<file path="config.mk">
export PLATFORM = sky130hd
export DESIGN_NAME = interval_relation_set_compose_flat
export DESIGN_NICKNAME = d
export VERILOG_FILES = /design/src/sv/irsc_pkg.sv /design/src/sv/irsc_req_if.sv /design/src/sv/irsc_rsp_if.sv /design/src/sv/irsc_compose.sv /design/src/sv/interval_relation_set_compose.sv /design/src/flat_wrapper.sv
export SDC_FILE = /design/constraint.sdc
export NUM_CORES = 1
export LEC_CHECK = 0
export BUFFER_PORTS_ARGS = -buffer_cell sky130_fd_sc_hd__buf_2
export CELL_PAD_IN_SITES_DETAIL_PLACEMENT = 0
export CELL_PAD_IN_SITES_GLOBAL_PLACEMENT = 1
export CORE_MARGIN = 2
export CORE_UTILIZATION = 42
export CTS_CLUSTER_SIZE = 28
export DETAILED_ROUTE_END_ITERATION = 10
export PLACE_DENSITY = 0.75
export RECOVER_POWER = 50
export REMOVE_ABC_BUFFERS = 1
export SYNTH_ARGS = -nofsm -noshare
export SYNTH_HDL_FRONTEND = slang
export SYNTH_SLANG_ARGS = --single-unit
</file>
<file path="constraint.sdc">
create_clock -name clk -period 2.05 [get_ports clk]
set_clock_uncertainty 0.05 [all_clocks]
set_input_delay 0.1025 -clock clk [delete_from_list [all_inputs] [get_ports clk]]
set_output_delay 0.1025 -clock clk [all_outputs]
set_load 0.005 [all_outputs]
</file>
<file path="src/sv/irsc_pkg.sv">
`timescale 1ns / 1ps

package irsc_pkg;

    // Number of basic interval relations, and one set of them as a bit mask.
    localparam int RelCount = 13;

    typedef logic [RelCount-1:0] rel_set_t;

    // Basic relations in bit order.
    localparam rel_set_t REL_EQ = 13'h0001;  // equal
    localparam rel_set_t REL_BF = 13'h0002;  // before
    localparam rel_set_t REL_DU = 13'h0004;  // during
    localparam rel_set_t REL_OV = 13'h0008;  // overlaps
    localparam rel_set_t REL_ME = 13'h0010;  // meets
    localparam rel_set_t REL_ST = 13'h0020;  // starts
    localparam rel_set_t REL_FN = 13'h0040;  // finishes
    localparam rel_set_t REL_AF = 13'h0080;  // after
    localparam rel_set_t REL_CO = 13'h0100;  // contains
    localparam rel_set_t REL_OB = 13'h0200;  // overlapped-by
    localparam rel_set_t REL_MB = 13'h0400;  // met-by
    localparam rel_set_t REL_SB = 13'h0800;  // started-by
    localparam rel_set_t REL_FB = 13'h1000;  // finished-by

    // Disjunctions that recur in the composition table.
    localparam rel_set_t REL_ANY   = '1;
    localparam rel_set_t REL_LOW5  = REL_BF | REL_OV | REL_ME | REL_DU | REL_ST;
    localparam rel_set_t REL_HIGH5 = REL_AF | REL_OB | REL_MB | REL_DU | REL_FN;
    localparam rel_set_t REL_LOWC  = REL_BF | REL_OV | REL_ME | REL_CO | REL_FB;
    localparam rel_set_t REL_HIGHC = REL_AF | REL_OB | REL_MB | REL_CO | REL_SB;
    localparam rel_set_t REL_MID   = REL_OV | REL_OB | REL_DU | REL_ST | REL_FN
                                   | REL_CO | REL_SB | REL_FB | REL_EQ;
    localparam rel_set_t REL_ODS   = REL_OV | REL_DU | REL_ST;
    localparam rel_set_t REL_OCF   = REL_OV | REL_CO | REL_FB;
    localparam rel_set_t REL_BCS   = REL_OB | REL_CO | REL_SB;
    localparam rel_set_t REL_BDF   = REL_OB | REL_DU | REL_FN;
    localparam rel_set_t REL_BOM   = REL_BF | REL_OV | REL_ME;
    localparam rel_set_t REL_AOM   = REL_AF | REL_OB | REL_MB;
    localparam rel_set_t REL_FFE   = REL_FN | REL_FB | REL_EQ;
    localparam rel_set_t REL_SSE   = REL_ST | REL_SB | REL_EQ;

    // Composition table: row is the A-to-B relation, column the B-to-C relation.
    localparam rel_set_t COMPOSE_TABLE [RelCount][RelCount] = '{
        '{REL_EQ, REL_BF, REL_DU, REL_OV, REL_ME, REL_ST, REL_FN,
          REL_AF, REL_CO, REL_OB, REL_MB, REL_SB, REL_FB},
        '{REL_BF, REL_BF, REL_LOW5, REL_BF, REL_BF, REL_BF, REL_LOW5,
          REL_ANY, REL_BF, REL_LOW5, REL_LOW5, REL_BF, REL_BF},
        '{REL_DU, REL_BF, REL_DU, REL_LOW5, REL_BF, REL_DU, REL_DU,
          REL_AF, REL_ANY, REL_HIGH5, REL_AF, REL_HIGH5, REL_LOW5},
        '{REL_OV, REL_BF, REL_ODS, REL_BOM, REL_BF, REL_OV, REL_ODS,
          REL_HIGHC, REL_LOWC, REL_MID, REL_BCS, REL_OCF, REL_BOM},
        '{REL_ME, REL_BF, REL_ODS, REL_BF, REL_BF, REL_ME, REL_ODS,
          REL_HIGHC, REL_BF, REL_ODS, REL_FFE, REL_ME, REL_BF},
        '{REL_ST, REL_BF, REL_DU, REL_BOM, REL_BF, REL_ST, REL_DU,
          REL_AF, REL_LOWC, REL_BDF, REL_MB, REL_SSE, REL_BOM},
        '{REL_FN, REL_BF, REL_DU, REL_ODS, REL_ME, REL_DU, REL_FN,
          REL_AF, REL_HIGHC, REL_AOM, REL_AF, REL_AOM, REL_FFE},
        '{REL_AF, REL_ANY, REL_HIGH5, REL_HIGH5, REL_HIGH5, REL_HIGH5, REL_AF,
          REL_AF, REL_AF, REL_AF, REL_AF, REL_AF, REL_AF},
        '{REL_CO, REL_LOWC, REL_MID, REL_OCF, REL_OCF, REL_OCF, REL_BCS,
          REL_HIGHC, REL_CO, REL_BCS, REL_BCS, REL_CO, REL_CO},
        '{REL_OB, REL_LOWC, REL_BDF, REL_MID, REL_OCF, REL_BDF, REL_OB,
          REL_AF, REL_HIGHC, REL_AOM, REL_AF, REL_AOM, REL_BCS},
        '{REL_MB, REL_LOWC, REL_BDF, REL_BDF, REL_SSE, REL_BDF, REL_MB,
          REL_AF, REL_AF, REL_AF, REL_AF, REL_AF, REL_MB},
        '{REL_SB, REL_LOWC, REL_BDF, REL_OCF, REL_OCF, REL_SSE, REL_OB,
          REL_AF, REL_CO, REL_OB, REL_MB, REL_SB, REL_CO},
        '{REL_FB, REL_BF, REL_ODS, REL_OV, REL_ME, REL_OV, REL_FFE,
          REL_HIGHC, REL_CO, REL_BCS, REL_BCS, REL_CO, REL_FB}
    };

endpackage

</file>
<file path="src/sv/irsc_req_if.sv">
`timescale 1ns / 1ps

interface irsc_req_if;
    import irsc_pkg::*;

    logic     valid;
    logic     ready;
    rel_set_t first_relations;
    rel_set_t second_relations;

    modport source (output valid, output first_relations, output second_relations,
                    input ready);
    modport sink (input valid, input first_relations, input second_relations,
                  output ready);
endinterface

</file>
<file path="src/sv/irsc_rsp_if.sv">
`timescale 1ns / 1ps

interface irsc_rsp_if;
    import irsc_pkg::*;

    logic     valid;
    logic     ready;
    rel_set_t composed_relations;

    modport source (output valid, output composed_relations, input ready);
    modport sink (input valid, input composed_relations, output ready);
endinterface

</file>
<file path="src/sv/irsc_compose.sv">
`timescale 1ns / 1ps

module irsc_compose (
    input  irsc_pkg::rel_set_t first_relations,
    input  irsc_pkg::rel_set_t second_relations,
    output irsc_pkg::rel_set_t composed_relations
);
    import irsc_pkg::*;

    // AND-OR plane: every pair of set bits contributes its table entry.
    // An empty set on either side selects no entry and gives an empty result.
    always_comb
    begin
        composed_relations = '0;
        for (int i = 0; i < RelCount; i++)
        begin
            for (int j = 0; j < RelCount; j++)
            begin
                if (first_relations[i] && second_relations[j])
                begin
                    composed_relations = composed_relations | COMPOSE_TABLE[i][j];
                end
            end
        end
    end

endmodule

</file>
<file path="src/sv/interval_relation_set_compose.sv">
// Channel | Direction | Payload
// req     | sink      | first_relations[12:0], second_relations[12:0]
// rsp     | source    | composed_relations[12:0]
//
// A request is held in the input register, where the composition plane
// works on it, and its result is then captured in the result register,
// from which it leaves when rsp accepts it.
// A new request is accepted in every cycle while rsp keeps up.
// Reset clears both valid flags; payload registers are not reset.
// When both registers are full and rsp stalls, req.ready drops in that cycle.
`timescale 1ns / 1ps

module interval_relation_set_compose (
    input logic     clk,
    input logic     rst_n,
    irsc_req_if.sink   req,
    irsc_rsp_if.source rsp
);
    import irsc_pkg::*;

    logic     in_valid_reg;
    rel_set_t first_reg;
    rel_set_t second_reg;
    logic     out_valid_reg;
    rel_set_t result_reg;
    rel_set_t result_next;
    logic     out_load;
    logic     in_load;

    // The result register takes a new value when empty or being drained;
    // the input register likewise when its content moves on.
    assign out_load  = !out_valid_reg || rsp.ready;
    assign in_load   = !in_valid_reg || out_load;
    assign req.ready = in_load;

    irsc_compose u_compose (
        .first_relations    (first_reg),
        .second_relations   (second_reg),
        .composed_relations (result_next)
    );

    // Valid flags of both stages.
    always_ff @(posedge clk or negedge rst_n)
    begin
        if (!rst_n)
        begin
            in_valid_reg  <= 1'b0;
            out_valid_reg <= 1'b0;
        end
        else
        begin
            if (in_load)
            begin
                in_valid_reg <= req.valid;
            end
            if (out_load)
            begin
                out_valid_reg <= in_valid_reg;
            end
        end
    end

    // Payload registers.
    always_ff @(posedge clk)
    begin
        if (in_load && req.valid)
        begin
            first_reg  <= req.first_relations;
            second_reg <= req.second_relations;
        end
        if (out_load && in_valid_reg)
        begin
            result_reg <= result_next;
        end
    end

    assign rsp.valid              = out_valid_reg;
    assign rsp.composed_relations = result_reg;

endmodule

</file>
<file path="src/flat_wrapper.sv">
// flat-port wrapper written by rule: the top's interface ports become plain ports
module interval_relation_set_compose_flat import irsc_pkg::*;
  (clk, rst_n, req_valid, req_first_relations, req_second_relations, req_ready, rsp_valid, rsp_composed_relations, rsp_ready);
  irsc_req_if req_i ();
  irsc_rsp_if rsp_i ();
  input logic clk;
  input logic rst_n;
  input wire logic [$bits(req_i.valid)-1:0] req_valid;
  input wire logic [$bits(req_i.first_relations)-1:0] req_first_relations;
  input wire logic [$bits(req_i.second_relations)-1:0] req_second_relations;
  output wire logic [$bits(req_i.ready)-1:0] req_ready;
  output wire logic [$bits(rsp_i.valid)-1:0] rsp_valid;
  output wire logic [$bits(rsp_i.composed_relations)-1:0] rsp_composed_relations;
  input wire logic [$bits(rsp_i.ready)-1:0] rsp_ready;
  assign req_i.valid = req_valid;
  assign req_i.first_relations = req_first_relations;
  assign req_i.second_relations = req_second_relations;
  assign req_ready = req_i.ready;
  assign rsp_valid = rsp_i.valid;
  assign rsp_composed_relations = rsp_i.composed_relations;
  assign rsp_i.ready = rsp_ready;
  interval_relation_set_compose u_core (.clk(clk), .rst_n(rst_n), .req(req_i), .rsp(rsp_i));
endmodule
</file>
### Yosys cells after proc, flatten, opt, wreduce, memory -nomap -nowiden

Cells that the tools add are included.

* muxes and demuxes: 168
* reductions and logical operators: 175

Operators by type and width (count)
* 13-bit two-way mux: 24
* 12-bit two-way mux: 19
* 11-bit two-way mux: 16
* 8-bit two-way mux: 22
* 1-bit logical AND: 171
* 10-bit two-way mux: 12
* 6-bit two-way mux: 16
* 9-bit two-way mux: 9
* 5-bit two-way mux: 10
* 2-bit two-way mux: 22
* 3-bit two-way mux: 9
* 7-bit two-way mux: 3
* 4-bit two-way mux: 5
* 1-bit logical NOT: 2
* 1-bit logical OR: 2
* 1-bit two-way mux: 1

* input port bits: 30
* register bits after elaboration: 41
* output and inout port bits: 15
* word-level logic and storage cells: 349

### Longest topological paths before layout

* depth after elaboration: 169
* mapped depth: 5
* gate-level depth less buffers: 4

### By module

Synthesis repeated with hierarchy kept, for this count alone.

* cell total of the unflattened synthesis: 208
* area total of the unflattened synthesis: 2200.9 µm²

By module, submodules not included
* interval_relation_set_compose: sequential area each 1221.2 µm², area each 1275.0 µm², cells each 47, instances 1
* irsc_compose: sequential area each 0.0 µm², area each 925.9 µm², cells each 161, instances 1

### Worst setup path before layout

Ideal clock, no wire load.

* path type: reg-to-reg
* start: reg u_core.second_reg[0]
* end: reg u_core.result_reg[6], in the netlist u_core.rsp.composed_relations[6] (data pin)
* stages on the path, launching flop included: 5
* path slack: 344 ps
* arrival: 1384 ps
* buffers on the path: 0
* clock period less this slack: 1706 ps
* required time: 1728 ps
* cells stage by stage: edfxtp_1 or3_4 nand2_1 nand2_1 or4_1

* longest elaborated chain between the ends: 81

RTL lines
* start, declared: RTL line interval_relation_set_compose.sv:23 `rel_set_t second_reg;`
* start signal, assigned: RTL line interval_relation_set_compose.sv:69 `second_reg <= req.second_relations;`
* 1-bit logical AND: RTL line irsc_compose.sv:19 `if (first_relations[i] && second_relations[j])`
* 7-bit two-way mux (2 in a row): RTL line irsc_compose.sv:19
* 8-bit two-way mux: RTL line irsc_compose.sv:19
* 12-bit two-way mux: RTL line irsc_compose.sv:19
* 11-bit two-way mux: RTL line irsc_compose.sv:19
* 8-bit two-way mux: RTL line irsc_compose.sv:19
* 11-bit two-way mux: RTL line irsc_compose.sv:19
* 13-bit two-way mux: RTL line irsc_compose.sv:19
* (+62 left out)
* 11-bit two-way mux: RTL line irsc_compose.sv:19
* 12-bit two-way mux: RTL line irsc_compose.sv:19
* 9-bit two-way mux: RTL line irsc_compose.sv:19
* 13-bit two-way mux (2 in a row): RTL line irsc_compose.sv:19
* 12-bit two-way mux: RTL line irsc_compose.sv:19
* 9-bit two-way mux: RTL line irsc_compose.sv:19
* 12-bit two-way mux (2 in a row): RTL line irsc_compose.sv:19
* 9-bit two-way mux: RTL line irsc_compose.sv:19
* end signal, assigned: RTL line interval_relation_set_compose.sv:73 `result_reg <= result_next;`
* end, declared: RTL line interval_relation_set_compose.sv:25 `rel_set_t result_reg;`

No other way between the ends.
A chain may end at the register's enable or synchronous reset.

### Worst setup path after layout

* start: reg u_core.second_reg[6]
* end: reg u_core.result_reg[7], in the netlist u_core.rsp.composed_relations[7] (data pin)

* longest elaborated chain between the ends: 67

RTL lines (RTL line)
* 1-bit logical AND: irsc_compose.sv:19
* 8-bit two-way mux (7 in a row): irsc_compose.sv:19
* 9-bit two-way mux: irsc_compose.sv:19
* 13-bit two-way mux (5 in a row): irsc_compose.sv:19
* 12-bit two-way mux (2 in a row): irsc_compose.sv:19
* 9-bit two-way mux: irsc_compose.sv:19
* 12-bit two-way mux (2 in a row): irsc_compose.sv:19
* 9-bit two-way mux (2 in a row): irsc_compose.sv:19
* (+36 left out)
* 11-bit two-way mux: irsc_compose.sv:19
* 12-bit two-way mux: irsc_compose.sv:19
* 9-bit two-way mux: irsc_compose.sv:19
* 13-bit two-way mux (2 in a row): irsc_compose.sv:19
* 12-bit two-way mux: irsc_compose.sv:19
* 9-bit two-way mux: irsc_compose.sv:19
* 12-bit two-way mux (2 in a row): irsc_compose.sv:19
* 9-bit two-way mux: irsc_compose.sv:19

No other way between the ends.

==> out/qor_table.md <==
| Item | This run |
|---|---|
| Result of the run | finished, final reports clean |
| Met3 wirelength from detailed routing | 552 um |
| I/O pin total | 45 |
| Async set or reset register ratio after synthesis | 4.878% |
| Ratio of cells with drive above 1 in the final layout | 26.99% |
| # diodes | 0 |
| End-of-flow core utilization | 58.41% |
| Number of vias per cell | 5.880 |
| Accumulated negative setup slack | 0 ns |
| Combinational family with the most area after synthesis | compound AO/OA/AOI/OAI gates |
| H-tree levels | 2 |
| First-pass GRT wire length | 9.956 mm |
| Clock Tree Buf Depth | 2 |
| Reg area | 1221 sq um |
| Fin cells | 359 |
| Final hold slack | 0.03596 ns |
| Kind of start point of the critical path | register |
| Average cell area after synthesis | 10.94 sq um |
| Cts bufs inserted | 5 |
| CP max-delay cell | or4_1 |
| Pwr Density | 614.8 nW/um^2 |
| Total number of yosys warnings | 0 |
| Unrepaired setup endpoints after global routing | false |
| Sequential fraction of design power | 56.5% |
| Port Buffers | 44 |
| Finished Cell Area | 2964 sq um |
| Number of clock sinks | 41 |
| Xor and xnor area share after synthesis | 0% |
| Fill cells | 439 |
| Post-detailed-route wirelength per cell | 16.98 um |
| Clk pwr share | 26.5% |
| Cell count after synthesis | 201 |
| Net Switching | 0.4684 mW |
| Crit path capture type | register |
| Post-Syn Area | 2198 sq um |
| Clock tree from TritonCTS | yes |
| Total Die Area | 5829 sq um |
| Transition at the pin with the smallest max-transition slack | 0.6161 ns |
| Half-perimeter wire length after placement | 4.335 mm |
| Routed wire length | 6.095 mm |
| Remaining max-slew budget at the tightest pin | 58.93% |
| Post-synthesis mux area share | 0% |
| Register-to-Register Setup Slack | 0.1 ns |
| Total Nets Final | 319 |
| Smallest setup slack after layout | 0.09560 ns |
| Worst Setup Path Type | reg2reg |
| Maximum number of pins on one net before global-route repair | 27 |
| Layout-stage area growth over the synthesis result | 34.83% |
| Starting utilization of the core area | 43.32% |
| Arr. time, crit path | 1.94 ns |
| Post-Place Cell Area | 2618 sq um |
| Latest clock arrival within the worst-skew pair | 0.29 ns |
| Height of the chip | 76.35 um |
| Total Routing Usage GR | 21.62% |
| Number of cells in the design after placement | 324 |
| Hold Vio Cnt, Final | 0 |
| Depth of the worst hold-timing path | 3 |
| Unique cell type count in the Yosys netlist | 44 |
| Antenna violations before repair | 0 |
| CTS clk-pin slew, worst paths | 0.08 ns |
| Internal cell power | 1.354 mW |
| Maximum capacitance violations | 0 |
| Root cell of the clock tree | clkbuf_8 |
| Number of pins with negative max-slew slack in the final report | 0 |
| Area of the placeable core | 5075 sq um |
| Min-Delay Path Class | in2reg |
| Share of total power in combinational logic | 17.0% |
| Final weighted congestion in routability-driven placement | 0.9684 |
| Max stage delay on crit path | 0.58 ns |
| Violation count after the first detailed-routing iteration | 311 |
| Logic depth of the worst register-to-register path | 4 |
| Sequential fraction of the synthesis area | 55.55% |
| Fraction of power spent switching nets | 25.70% |
| Timing-limited maximum frequency | 511.7 MHz |
| Crit path max fanout | 7 |
| Number of routed nets with antenna violations | 0 |
| Pre-CTS setup slack | 0.1216 ns |
| Count of flip-flops with a built-in enable after synthesis | 39 |
| CP Buf/Inv Count | 1 |
| Tot Pwr | 1.822 mW |
| Final worst path period share | 95.34% |
| Post-route met1 wirelength | 2.462 mm |
| Required time of the critical path | 2.03 ns |
| Leak | 1.033 nW |
| Top routing layer in use | met4 |
| Amount of wire on met2 after detailed routing | 2.835 mm |
| Post-layout minimum cycle time | 1.954 ns |
| Arithmetic-cell share of the synthesized area counting full adders, half adders and majority gates | 0% |
| Setup-violating endpoint count in the final report | 0 |
| Crit path max-delay family | simple AND/OR/NAND/NOR gates |
| Number of flip-flops and latches in the synthesized netlist | 41 |
| Synthesized-area fraction occupied by ao, oa, aoi and oai cells | 20.09% |
| Remaining global-route overflow | 0 |
| Synthesized-area fraction occupied by and/or/nand/nor cells | 19.52% |
| Width of the die | 76.35 um |
| Via count of the first global-routing pass | 2006 |
| DR DRC count | 0 |
| Primary FF master, synth | edfxtp_1 |
| Cell Chain, Critical Path | buf_4, or4_1, o41ai_2, nand3_1 |
| Combined area of the multi-input logic cells | 872.1 sq um |
| Via count | 2111 |
| Row count | 26 |
| VDD IR-drop max | 0.4125 mV |
| Stages on worst setup path | 4 |
| First-pass DRT Iterations | 6 |
cells in the mapped netlist, drive strengths merged, types with 3 or more instances:
cell type | number | area (sq um)
clkbuf | 10 | 37.54
or3 | 7 | 60.06
o22ai | 3 | 18.77
nand4 | 7 | 43.79
and2 | 3 | 18.77
and3 | 3 | 18.77
nor3 | 3 | 20.02
a222oi | 4 | 40.04
o31ai | 7 | 66.31
a211oi | 5 | 37.54
buf | 10 | 68.81
nor2 | 12 | 45.04
a21oi | 8 | 40.04
nand2b | 4 | 25.02
edfxtp | 39 | 1171
o21ai | 19 | 95.09
nand3 | 8 | 40.04
or4 | 5 | 37.54
nand2 | 20 | 75.07
worst paths after layout:
check / startpoint / to
worst max-delay path: u_core.second_reg[6] / u_core.rsp.composed_relations[7]
worst min-delay path: rsp_ready / u_core.rsp.valid
worst max register to register: u_core.second_reg[6] / u_core.rsp.composed_relations[7]
worst min register to register: u_core.in_valid_reg / u_core.rsp.valid
max in group asynchronous: rst_n / u_core.rsp.valid
min in group asynchronous: rst_n / u_core.in_valid_reg
per-layer routing:
layer | vias to the layer above | track usage (%)
li1 | 968 | -
met1 | 943 | 28.42
met2 | 166 | 34.25
met3 | 34 | 4.739
met4 | 0 | 10.00
met5 | - | 0
repair_timing:
item,in CTS,in global routing
endpoints found under the hold margin,29,0
resized for setup,0,1
hold buffers,28,0
setup endpoints to repair,0,1
buffers inserted,0,0
area by class of cell:
type | count | share of cell area, %
Clock buffer | 6 | 2.448
Tap cell | 70 | 2.955
Sequential cell | 41 | 41.20
Multi-Input combinational cell | 140 | 29.42
Clock inverter | 1 | 0.1266
Timing Repair Buffer | 101 | 23.85
cell usage in the layout, fill, tap and decap left out, types with 3 or more instances in the layout:
master,count
o31ai_1,6
nand4_1,7
a222oi_1,4
nand2_1,20
buf_2,37
dlygate4sd3_1,28
a21oi_1,8
clkbuf_1,8
buf_4,28
or3_4,3
nand3_1,8
nand2b_1,4
clkbuf_8,5
a211oi_1,5
and3_1,3
o22ai_1,3
or3_1,3
o21ai_0,19
or4_1,5
edfxtp_1,39
nor2_1,12
power by group through the flow:
stage	sequential, mW	clock, mW	combinational (mW)
after floorplan	1.04	0	0.121
after global placement	1.04	0	0.271
after detailed placement	1.04	0	0.263
after CTS	1.03	0.501	0.304
after global routing	1.03	0.528	0.340
final	1.03	0.482	0.310
cells by family after synthesis:
group	count (synthesis)
buf+inv	20
flops	41
simple gates	78
compound gates	62
worst min-delay path, stage by stage:
cell and delay, ns:
buf_2 0.08, nand2b_1 0.10, nand2b_1 0.05
Note: power is estimated with default switching activity, not from simulation.
